**src/ttwm_pkg.sv**
```systemverilog
package ttwm_pkg;

    localparam int MAX_TASKS_DEF = 8;
    localparam int MIN_YEAR      = 15;

    localparam logic [4:0] DAY_MAX    = 5'd31;
    localparam logic [3:0] MONTH_MAX  = 4'd12;
    localparam logic [4:0] HOUR_LIM   = 5'd24;
    localparam logic [5:0] MINUTE_LIM = 6'd60;
    localparam logic [15:0] DATE_NONE = 16'h0000;

    localparam logic OP_WRITE = 1'b0;
    localparam logic OP_EVAL  = 1'b1;

    localparam logic REG_TASK_COUNT = 1'b0;
    localparam logic REG_SCHED_EN   = 1'b1;

    localparam logic [1:0] SRC_EVERYDAY = 2'd0;
    localparam logic [1:0] SRC_DATED    = 2'd1;
    localparam logic [1:0] SRC_MANUAL   = 2'd2;
    localparam logic [1:0] SRC_NONE     = 2'd3;

    localparam int ENTRY_W = 71;

endpackage

```
**src/timed_task_window_matcher.sv**
```systemverilog
// timed task window matcher
// input channel (i_valid/o_ready) carries one beat per item: a write beat
// (i_operation low) stores a task entry at i_task_index, an evaluate beat
// (i_operation high) carries the current date/clock and manual device word.
// output channel (o_valid/i_ready) returns exactly one beat per input beat,
// in order. the apb port holds task_count (0x0) and schedule_enabled (0x4).
// a write beat, or an evaluate with the schedule off or no tasks, goes from
// idle to the finish state and then into the output register. an evaluate
// with n tasks in use scans the table twice, first for everyday tasks then
// for dated ones, one entry read per cycle from a single-port table memory
// with registered read data, and ends the scan when an entry matches.
// one item is in work at a time; o_ready is high while idle.
// a finished result sits in an output register, so the next beat is
// accepted while the result waits; if the receiver stalls, the following
// result waits in the block until the output register frees up.
// reset clears the control state and the registers (task_count 0,
// schedule_enabled 1, no previous report); the task table is not cleared
// and entries must be written before they are used.
module timed_task_window_matcher #(
    parameter int MAX_TASKS = ttwm_pkg::MAX_TASKS_DEF
) (
    input  logic        i_clk,
    input  logic        i_rst_n,
    input  logic        i_valid,
    output logic        o_ready,
    input  logic        i_operation,
    input  logic [2:0]  i_task_index,
    input  logic        i_everyday,
    input  logic [15:0] i_first_date,
    input  logic [10:0] i_first_clock,
    input  logic [15:0] i_second_date,
    input  logic [10:0] i_second_clock,
    input  logic [15:0] i_device_word,
    output logic        o_valid,
    input  logic        i_ready,
    output logic        o_entry_ok,
    output logic [1:0]  o_source,
    output logic [2:0]  o_matched_task,
    output logic [15:0] o_devices_out,
    output logic        o_changed,
    input  logic        psel,
    input  logic        penable,
    input  logic        pwrite,
    input  logic [2:0]  paddr,
    input  logic [31:0] pwdata,
    output logic [31:0] prdata,
    output logic        pready
);
    import ttwm_pkg::*;

    localparam int IDX_W = (MAX_TASKS > 1) ? $clog2(MAX_TASKS) : 1;
    localparam int CNT_W = $clog2(MAX_TASKS + 1);

    typedef enum logic [1:0] {S_IDLE, S_SCAN, S_FIN} t_state;

    t_state r_state;

    logic [3:0] r_task_count;
    logic       r_sched_en;

    logic [ENTRY_W-1:0] r_mem [MAX_TASKS];
    logic [ENTRY_W-1:0] r_rd_data;

    logic [CNT_W-1:0] r_n;
    logic [CNT_W-1:0] r_rd_cnt;
    logic [IDX_W-1:0] r_cmp_idx;
    logic             r_cmp_valid;
    logic             r_pass;
    logic [15:0]      r_now_date;
    logic [10:0]      r_now_clock;

    logic        r_res_ok;
    logic [1:0]  r_res_src;
    logic [2:0]  r_res_task;
    logic [15:0] r_res_dev;
    logic        r_res_is_write;

    logic [1:0] r_last_src;
    logic [2:0] r_last_task;

    logic        r_out_valid;
    logic        r_out_ok;
    logic [1:0]  r_out_src;
    logic [2:0]  r_out_task;
    logic [15:0] r_out_dev;
    logic        r_out_changed;

    logic               accept;
    logic               wr_en;
    logic [IDX_W-1:0]   wr_addr;
    logic [ENTRY_W-1:0] wr_data;
    logic               wr_ok;
    logic               rd_en;
    logic [CNT_W-1:0]   n_sat;
    logic               match;
    logic               rd_everyday;
    logic [15:0]        rd_dev;
    logic [15:0]        rd_bdate;
    logic [10:0]        rd_bclock;
    logic [10:0]        rd_eclock;
    logic [26:0]        rd_begin;
    logic [26:0]        rd_end;
    logic [26:0]        now;
    logic               cfg_wr;
    logic               out_load;

    function automatic logic date_ok(input logic [15:0] d);
        logic [4:0] day;
        logic [3:0] month;
        logic [6:0] year;
        day   = d[4:0];
        month = d[8:5];
        year  = d[15:9];
        return !(day > DAY_MAX || month > MONTH_MAX || year < 7'(MIN_YEAR));
    endfunction

    function automatic logic clock_ok(input logic [10:0] c);
        return (c[10:6] < HOUR_LIM) && (c[5:0] < MINUTE_LIM);
    endfunction

    // write checks
    always_comb begin
        wr_ok = date_ok(i_first_date) && clock_ok(i_first_clock) && clock_ok(i_second_clock);
        if (i_everyday) begin
            wr_ok = wr_ok && (i_second_date == DATE_NONE);
        end else begin
            wr_ok = wr_ok && date_ok(i_second_date);
        end
    end

    assign accept  = i_valid && (r_state == S_IDLE);
    assign wr_en   = accept && (i_operation == OP_WRITE)
                     && (32'(i_task_index) < 32'(MAX_TASKS));
    assign wr_addr = IDX_W'(i_task_index);
    assign wr_data = {i_everyday, i_device_word, i_first_date, i_first_clock,
                      i_second_date, i_second_clock};

    assign n_sat = (32'(r_task_count) > 32'(MAX_TASKS)) ? CNT_W'(MAX_TASKS)
                                                         : CNT_W'(r_task_count);

    assign rd_everyday = r_rd_data[70];
    assign rd_dev      = r_rd_data[69:54];
    assign rd_bdate    = r_rd_data[53:38];
    assign rd_bclock   = r_rd_data[37:27];
    assign rd_eclock   = r_rd_data[10:0];
    assign rd_begin    = r_rd_data[53:27];
    assign rd_end      = r_rd_data[26:0];
    assign now         = {r_now_date, r_now_clock};

    always_comb begin
        if (r_pass) begin
            match = r_cmp_valid && !rd_everyday && (rd_begin <= now) && (rd_end > now);
        end else begin
            match = r_cmp_valid && rd_everyday && (rd_bdate <= r_now_date)
                    && (rd_bclock <= r_now_clock) && (rd_eclock > r_now_clock);
        end
    end

    assign rd_en = (r_state == S_SCAN) && !match && (r_rd_cnt < r_n);

    // task table
    always_ff @(posedge i_clk) begin
        if (wr_en) begin
            r_mem[wr_addr] <= wr_data;
        end
        if (rd_en) begin
            r_rd_data <= r_mem[r_rd_cnt[IDX_W-1:0]];
        end
    end

    // configuration registers
    assign cfg_wr = psel && penable && pwrite && pready;
    assign pready = 1'b1;

    always_ff @(posedge i_clk) begin
        if (!i_rst_n) begin
            r_task_count <= '0;
            r_sched_en   <= 1'b1;
        end else if (cfg_wr) begin
            unique case (paddr[2])
                REG_TASK_COUNT: r_task_count <= pwdata[3:0];
                REG_SCHED_EN:   r_sched_en   <= pwdata[0];
                default: ;
            endcase
        end
    end

    always_comb begin
        unique case (paddr[2])
            REG_TASK_COUNT: prdata = {28'd0, r_task_count};
            REG_SCHED_EN:   prdata = {31'd0, r_sched_en};
            default:        prdata = '0;
        endcase
    end

    assign out_load = (r_state == S_FIN) && (!r_out_valid || i_ready);

    // sequencer
    always_ff @(posedge i_clk) begin
        if (!i_rst_n) begin
            r_state     <= S_IDLE;
            r_out_valid <= 1'b0;
            r_cmp_valid <= 1'b0;
            r_last_src  <= SRC_NONE;
            r_last_task <= '0;
        end else begin
            if (out_load) begin
                r_out_valid <= 1'b1;
            end else if (i_ready) begin
                r_out_valid <= 1'b0;
            end
            unique case (r_state)
                S_IDLE: begin
                    if (accept) begin
                        r_res_src   <= SRC_MANUAL;
                        r_res_task  <= '0;
                        r_pass      <= 1'b0;
                        r_rd_cnt    <= '0;
                        r_cmp_valid <= 1'b0;
                        if (i_operation == OP_WRITE) begin
                            r_res_ok       <= wr_ok;
                            r_res_dev      <= '0;
                            r_res_is_write <= 1'b1;
                            r_state        <= S_FIN;
                        end else begin
                            r_res_ok       <= 1'b1;
                            r_res_dev      <= i_device_word;
                            r_res_is_write <= 1'b0;
                            r_now_date     <= i_first_date;
                            r_now_clock    <= i_first_clock;
                            r_n            <= n_sat;
                            r_state        <= (r_sched_en && n_sat != '0) ? S_SCAN : S_FIN;
                        end
                    end
                end
                S_SCAN: begin
                    if (match) begin
                        r_res_src   <= r_pass ? SRC_DATED : SRC_EVERYDAY;
                        r_res_task  <= 3'(r_cmp_idx);
                        r_res_dev   <= rd_dev;
                        r_cmp_valid <= 1'b0;
                        r_state     <= S_FIN;
                    end else if (rd_en) begin
                        r_cmp_valid <= 1'b1;
                        r_cmp_idx   <= r_rd_cnt[IDX_W-1:0];
                        r_rd_cnt    <= CNT_W'(r_rd_cnt + 1'b1);
                    end else if (r_cmp_valid) begin
                        r_cmp_valid <= 1'b0;
                    end else if (!r_pass) begin
                        r_pass   <= 1'b1;
                        r_rd_cnt <= '0;
                    end else begin
                        r_state <= S_FIN;
                    end
                end
                S_FIN: begin
                    if (out_load) begin
                        r_out_ok    <= r_res_ok;
                        r_out_src   <= r_res_src;
                        r_out_task  <= r_res_task;
                        r_out_dev   <= r_res_dev;
                        r_state     <= S_IDLE;
                        if (r_res_is_write) begin
                            r_out_changed <= 1'b0;
                        end else if (r_res_src == SRC_MANUAL) begin
                            r_out_changed <= (r_last_src != SRC_MANUAL);
                            r_last_src    <= r_res_src;
                        end else begin
                            r_out_changed <= !((r_last_src == r_res_src)
                                               && (r_last_task == r_res_task));
                            r_last_src    <= r_res_src;
                            r_last_task   <= r_res_task;
                        end
                    end
                end
                default: begin
                    r_state <= S_IDLE;
                end
            endcase
        end
    end

    assign o_ready        = (r_state == S_IDLE);
    assign o_valid        = r_out_valid;
    assign o_entry_ok     = r_out_ok;
    assign o_source       = r_out_src;
    assign o_matched_task = r_out_task;
    assign o_devices_out  = r_out_dev;
    assign o_changed      = r_out_changed;

endmodule

```
**config.mk**
```make
export PLATFORM = sky130hd
export DESIGN_NAME = timed_task_window_matcher
export DESIGN_NICKNAME = d
export VERILOG_FILES = /design/src/ttwm_pkg.sv /design/src/timed_task_window_matcher.sv
export SDC_FILE = /design/constraint.sdc
export NUM_CORES = 1
export LEC_CHECK = 0
export ABC_AREA = 1
export BUFFER_PORTS_ARGS = -buffer_cell sky130_fd_sc_hd__buf_2
export CAP_MARGIN = 20
export CORE_MARGIN = 3
export CORE_UTILIZATION = 60
export DETAILED_ROUTE_END_ITERATION = 10
export PLACE_DENSITY = 0.79
export REMOVE_ABC_BUFFERS = 1
export SKIP_CTS_REPAIR_TIMING = 1
export SYNTH_ARGS = -nofsm -noshare
export SYNTH_HDL_FRONTEND = slang
export SYNTH_SLANG_ARGS = --single-unit
```
**constraint.sdc**
```tcl
create_clock -name i_clk -period 12 [get_ports i_clk]
set_input_delay 3 -clock i_clk [delete_from_list [all_inputs] [get_ports i_clk]]
set_output_delay 3 -clock i_clk [all_outputs]
set_load 0.02 [all_outputs]
```
==> results.py, run 1 <==
metrics = {
    "status": {
        "status": "completed",
    },
    "synth": {
        "yosysWarningCount": 0,
        "synth_edf_count": 724,
        "yosys.area.top_type": "edfxtp_1",
        "synth_cell_types": 46,
        "async_flop_share": 0,
        "synth_area_leaders": "edfxtp_1, nor2_1, o21ai_0",
        "ys_ff_latch": 738,
        "synth-seq-area-share": 0.745,
        "synth_top_area_frac": 0.735,
        "avgSynthCellArea_sq_um": 12.9,
        "synth_top_flop_cell": "edfxtp_1",
        "netlist_area_sq_mm": 0.0296,
        "syn_inst": 2286,
    },
    "setup_path": {
        "endpoint": "prdata[0]",
        "crit_fanout": 8,
        "arrival_ps": 3490,
        "rrSetupSlack_ps": 8140,
        "ff2ff_path_depth": 8,
        "setup.worst_path.start": "paddr[2]",
        "endpoint_kind": "output pin",
        "crit_type": "input pin to output pin",
        "worstReg2RegStart": "r_rd_cnt[0]$_SDFFCE_PN0P_",
        "crit_required_ps": 9000,
        "worst_setup_path_start_kind": "input pin",
        "r2r-end": "r_rd_data[49]$_DFFE_PP_",
    },
    "timing": {
        "fin_skew_ps": 30.7,
        "layout_min_cycle_time_ps": 6490,
        "timing.final.crit_share": 0.541,
        "relSlewSlack": 0.253,
        "hold_violations": 0,
        "fmax_mhz": 154,
        "setup_viol": 0,
        "finalSetupTns_ps": 0,
        "rsz0062_at_grt": "false",
        "tightest_slew_ps": 1120,
        "timing.final.ws_setup_ps": 5510,
        "slew_viol_final": 0,
    },
    "power": {
        "power_per_cell_area_mw_per_mm2": 178,
        "ir_drop_uv": 121,
        "p_leak_nw": 11.5,
    },
    "placed_design": {
        "port_buffers": 115,
        "place_congestion": 0.817,
        "hpwl_mm": 34.8,
        "dp_slack_ps": 5520,
    },
    "die": {
        "dieArea_sq_mm": 0.0520,
        "die_h_um": 228,
        "die_x_um": 228,
        "start_util": 0.613,
        "fp.coreArea_sq_mm": 0.0482,
        "num_rows": 80,
        "io-pin-count": 175,
    },
    "clock_tree": {
        "h-tree-depth": 3,
        "clk_pin_slew_worst_paths_ps": 60,
        "cts_buffers": 70,
        "cts.sinks": 738,
        "insertion_delay_ps": 610,
        "clockRootBuffer": "clkbuf_16",
        "cts_buffer_depth": 3,
        "cts_tree": "done",
    },
    "drt": {
        "firstDrtPassIters": 5,
        "antenna_left": 0,
        "viasPerCell": 5.98,
        "drc_errors": 0,
        "totalWireLength_mm": 65.8,
        "drt_iter0_drc": 2421,
        "vias": 18500,
        "wl_per_cell_um": 21.3,
    },
    "global_routing": {
        "grt_pass1_wl_mm": 101,
        "grt_pass1_vias": 18600,
        "met2_usage": 0.421,
        "grt_overflow": 0,
        "grt_max_degree": 115,
        "antenna_found_initial": 6,
        "grt_usage": 0.250,
        "use_met3": 0.0477,
        "grtUsageMet1": 0.320,
        "grt.busiest_layer": "met2",
    },
    "layout": {
        "regArea_sq_mm": 0.0220,
        "multiInputGateArea_sq_mm": 0.00662,
        "drive_gt1_frac": 0.113,
        "fillers": 3114,
        "syn_to_final_growth_pct": 11.4,
        "fin_nets": 2558,
    },
    "min_path": {
        "hp-class": "flip-flop to flip-flop",
    },
    "flow_run": {
        "drv_cap": 0,
    },
}
power breakdown:
part           total, mW  switching, mW  internal [mW]
Clock               2.20          0.912           1.29
Sequential          2.99         0.0359           2.96
Combinational      0.677          0.488          0.189
Total               5.87           1.44           4.43
logic make-up (layout without fill, tap and decap cells):
logic type      count (synthesis)  count (layout)  share of synthesized area
compound gates                503             503                     0.0932
other cells                     2              33                   0.000254
simple gates                  735             735                     0.0988
buf+inv                       244             365                     0.0367
xor+xnor                        5               5                    0.00148
fa+ha+maj                      59              59                     0.0250
flops                         738             738                      0.745
cells in the mapped netlist, drive strengths merged, types with 2 or more instances:
library cell  count
o21a              2
nor4              5
o21bai            2
xor2              4
nand4            12
o21ai           312
nand2           138
a21o              4
conb              2
buf              71
ha               59
dfxtp            14
nand2b            2
clkbuf           75
edfxtp          724
nor3             12
a21oi            36
nand3            21
nor2            544
inv              97
o22ai            72
a31oi            71
how the worst min path moves through the flow:
stage                           startpoint                    endpoint  cells past startpoint
global route        r_res_dev[8]$_DFFE_PP_  o_devices_out[8]$_DFFE_PP_                      0
detailed placement  r_res_dev[9]$_DFFE_PP_  o_devices_out[9]$_DFFE_PP_                      0
floorplan           r_res_dev[0]$_DFFE_PP_  o_devices_out[0]$_DFFE_PP_                      0
finish              r_res_dev[7]$_DFFE_PP_  o_devices_out[7]$_DFFE_PP_                      0
CTS                 r_res_dev[9]$_DFFE_PP_  o_devices_out[9]$_DFFE_PP_                      0
global placement    r_res_dev[6]$_DFFE_PP_  o_devices_out[6]$_DFFE_PP_                      0
placed cells by master, fill, tap and decap left out, types with 9 or more instances in the layout:
master and count:
inv_1 92, nand4_1 10, nand3_1 18, ha_1 59, clkbuf_16 73, a21oi_1 33, dfxtp_1 14, o21ai_0 310
buf_4 27, edfxtp_1 724, clkinv_1 15, buf_2 115, conb_1 29, o22ai_1 72, nor2_1 538, a31oi_1 71
clkinv_2 9, nand2_1 134, clkbuf_1 12
through the flow:
stage                     total power [mW]  hold WS [ps]  cell area, sq um  std cells  utilization
after floorplan                       3.48           400             29000       2167            -
after global placement                3.67           401             30600       2965        0.635
after detailed placement              3.71           405             30600       2965        0.635
after CTS                             5.88           417             32900       3089        0.682
after global routing                  6.08           420             32900       3092        0.683
final                                 5.87           417             32900       3094        0.683
critical path, stage by stage:
cell	delay (ps)
buf_2	140
o21ai_0	150
buf_2	190
cell type report:
| class | instances | area share |
|---|---|---|
| clock buffer | 85 | 0.0568 |
| sequential | 738 | 0.669 |
| inverter | 98 | 0.0115 |
| clock inverter | 39 | 0.0123 |
| tap | 656 | 0.0249 |
| timing repair buffer | 143 | 0.0245 |
| antenna | 4 | 0.000304 |
| multi-input combinational | 1331 | 0.201 |
flip-flops by register name, summed over array words and instances (netlist names), 2 cells and up:
name	flops
r_mem	568
r_rd_data	71
o_devices_out	16
r_now_date	16
r_res_dev	16
r_now_clock	11
r_n	4
r_rd_cnt	4
r_task_count	4
o_matched_task	3
r_cmp_idx	3
r_last_task	3
r_res_task	3
o_source	2
r_last_src	2
r_res_src	2
r_state	2
metal layers:
layer	vias to the layer above	routed length [um]
li1	8381	-
met1	9023	25200
met2	959	33100
met3	147	5720
met4	6	1740
met5	-	53
No activity file was read; power rests on OpenSTA's default activity.
==> inputs of run 2 (changes only) <==
clock period = 6.3 ns   (was 12 ns; I/O delays follow)
==> results.py, run 2 (synthesis gave the netlist of run 1 again) <==
metrics = {
    "power": {
        "ir_drop_uv": 232,
        "internal_power_mw": 8.39,
        "p_leak_nw": 11.5,
        "power.switching_mw": 2.73,
        "pwr-share-seq": 0.512,
        "power_frac_comb": 0.116,
        "pwr-share-clk": 0.372,
        "power_per_cell_area_mw_per_mm2": 337,
        "p_sw_frac": 0.245,
    },
    "die": {
        "fp.coreArea_sq_mm": 0.0482,
        "die_h_um": 228,
        "io-pin-count": 175,
        "num_rows": 80,
        "start_util": 0.613,
        "die_x_um": 228,
        "dieArea_sq_mm": 0.0520,
    },
    "placed_design": {
        "port_buffers": 115,
        "place_inst": 2962,
        "place_congestion": 0.844,
        "place_area_sq_mm": 0.0307,
        "hpwl_mm": 34.5,
    },
    "global_routing": {
        "use_met3": 0.0437,
        "grt.busiest_layer": "met2",
        "grt_pass1_wl_mm": 100,
        "met2_usage": 0.421,
        "grt_max_degree": 206,
        "grtUsageMet1": 0.313,
        "antenna_found_initial": 10,
        "grt_pass1_vias": 18600,
        "grt_overflow": 0,
        "grt_usage": 0.248,
    },
    "layout": {
        "fin_area_sq_mm": 0.0330,
        "regArea_sq_mm": 0.0220,
        "final_common_cell": "edfxtp_1",
        "fin_nets": 2556,
        "top_register": "r_mem",
        "instances_no_fill": 3093,
        "final_cell_mix": "edfxtp_1, nor2_1, o21ai_0",
        "syn_to_final_growth_pct": 11.4,
        "reg_top3": "r_mem: 568 flops, r_rd_data: 71 flops",
        "largest_register_ffs": 568,
        "fillers": 3119,
        "drive_gt1_frac": 0.113,
        "multiInputGateArea_sq_mm": 0.00662,
    },
    "status": {
        "status": "completed",
    },
    "timing": {
        "timing.final.crit_share": 0.577,
        "layout_min_cycle_time_ps": 3640,
        "tightest_slew_ps": 1090,
        "rsz0062_at_grt": "false",
        "setup_viol": 0,
        "slew_viol_final": 0,
        "finalSetupTns_ps": 0,
        "fmax_mhz": 275,
        "fin_skew_ps": 19.3,
        "hold_violations": 0,
        "relSlewSlack": 0.274,
    },
    "clock_tree": {
        "cts.sinks": 738,
        "cts_buffers": 71,
        "cts_buffer_depth": 3,
        "cts_tree": "done",
        "insertion_delay_ps": 600,
        "clockRootBuffer": "clkbuf_16",
        "h-tree-depth": 3,
        "clk_pin_slew_worst_paths_ps": 60,
    },
    "drt": {
        "wl_per_cell_um": 21.0,
        "antenna_left": 0,
        "firstDrtPassIters": 5,
        "totalWireLength_mm": 64.9,
        "viasPerCell": 5.98,
        "vias": 18500,
        "drt_iter0_drc": 2107,
        "drc_errors": 0,
    },
    "setup_path": {
        "endpoint_kind": "output pin",
        "crit_fanout": 8,
        "crit_type": "input pin to output pin",
        "crit_required_ps": 4720,
        "arrival_ps": 2060,
        "worst_setup_path_start_kind": "input pin",
    },
    "min_path": {
        "hp-class": "flip-flop to flip-flop",
    },
    "flow_run": {
        "drv_cap": 0,
    },
}
[run 2: changes by cell type in the layout (fill, tap and decap cells not counted), moves of 2 or more]
cell,before,now
buf_12,0,6
buf_4,27,18
bufinv_16,8,5
clkbuf_16,73,75
clkbuf_8,0,2
clkinv_1,15,10
clkinv_2,9,15
inv_6,7,5
[run 2: path summary, 6_finish.rpt]
check	from	to	slack, ps	cells after the start
max	paddr[2]	prdata[0]	2660	4
min	r_res_dev[4]$_DFFE_PP_	o_devices_out[4]$_DFFE_PP_	410	0
max reg2reg	r_rd_cnt[1]$_SDFFCE_PN0P_	r_rd_data[34]$_DFFE_PP_	2670	9
min reg2reg	r_res_dev[4]$_DFFE_PP_	o_devices_out[4]$_DFFE_PP_	410	0
[run 2: stage by stage]
step | power [mW] | hold WS (ps) | util | setup WS, ps
global route | 11.5 | 425 | 0.683 | 2520
CTS | 11.2 | 416 | 0.683 | 2670
finish | 11.1 | 415 | 0.683 | 2660
detailed placement | 7.07 | 405 | 0.636 | 2330
floorplan | 6.64 | 400 | - | -2150
global placement | 6.99 | 400 | 0.636 | 2450
[run 2: critical path, cell delays in order]
cell and delay (ps):
buf_2 160, nand2_1 70, o21ai_0 60, buf_2 180
[run 2: final cells by class]
| class | instances | area share |
|---|---|---|
| antenna | 5 | 0.000380 |
| clock buffer | 90 | 0.0593 |
| clock inverter | 35 | 0.00934 |
| inverter | 98 | 0.0115 |
| multi-input combinational | 1331 | 0.201 |
| sequential | 738 | 0.668 |
| tap | 656 | 0.0249 |
| timing repair buffer | 140 | 0.0255 |
[run 2: routing by layer]
metal  share of wire  up-vias  routed length (um)
met4           0.033       10                2130
met2            0.50      884               32600
met3           0.077      162                5000
met1            0.39     9062               25100
met5         0.00082        -                  53
li1                -     8372                   -
[run 2: power by group through the flow]
stage	sequential [mW]	clock [mW]	combinational, mW
floorplan	5.88	0	0.760
global placement	5.79	0	1.20
detailed placement	5.79	0	1.27
CTS	5.69	4.18	1.29
global route	5.70	4.39	1.44
finish	5.69	4.13	1.29
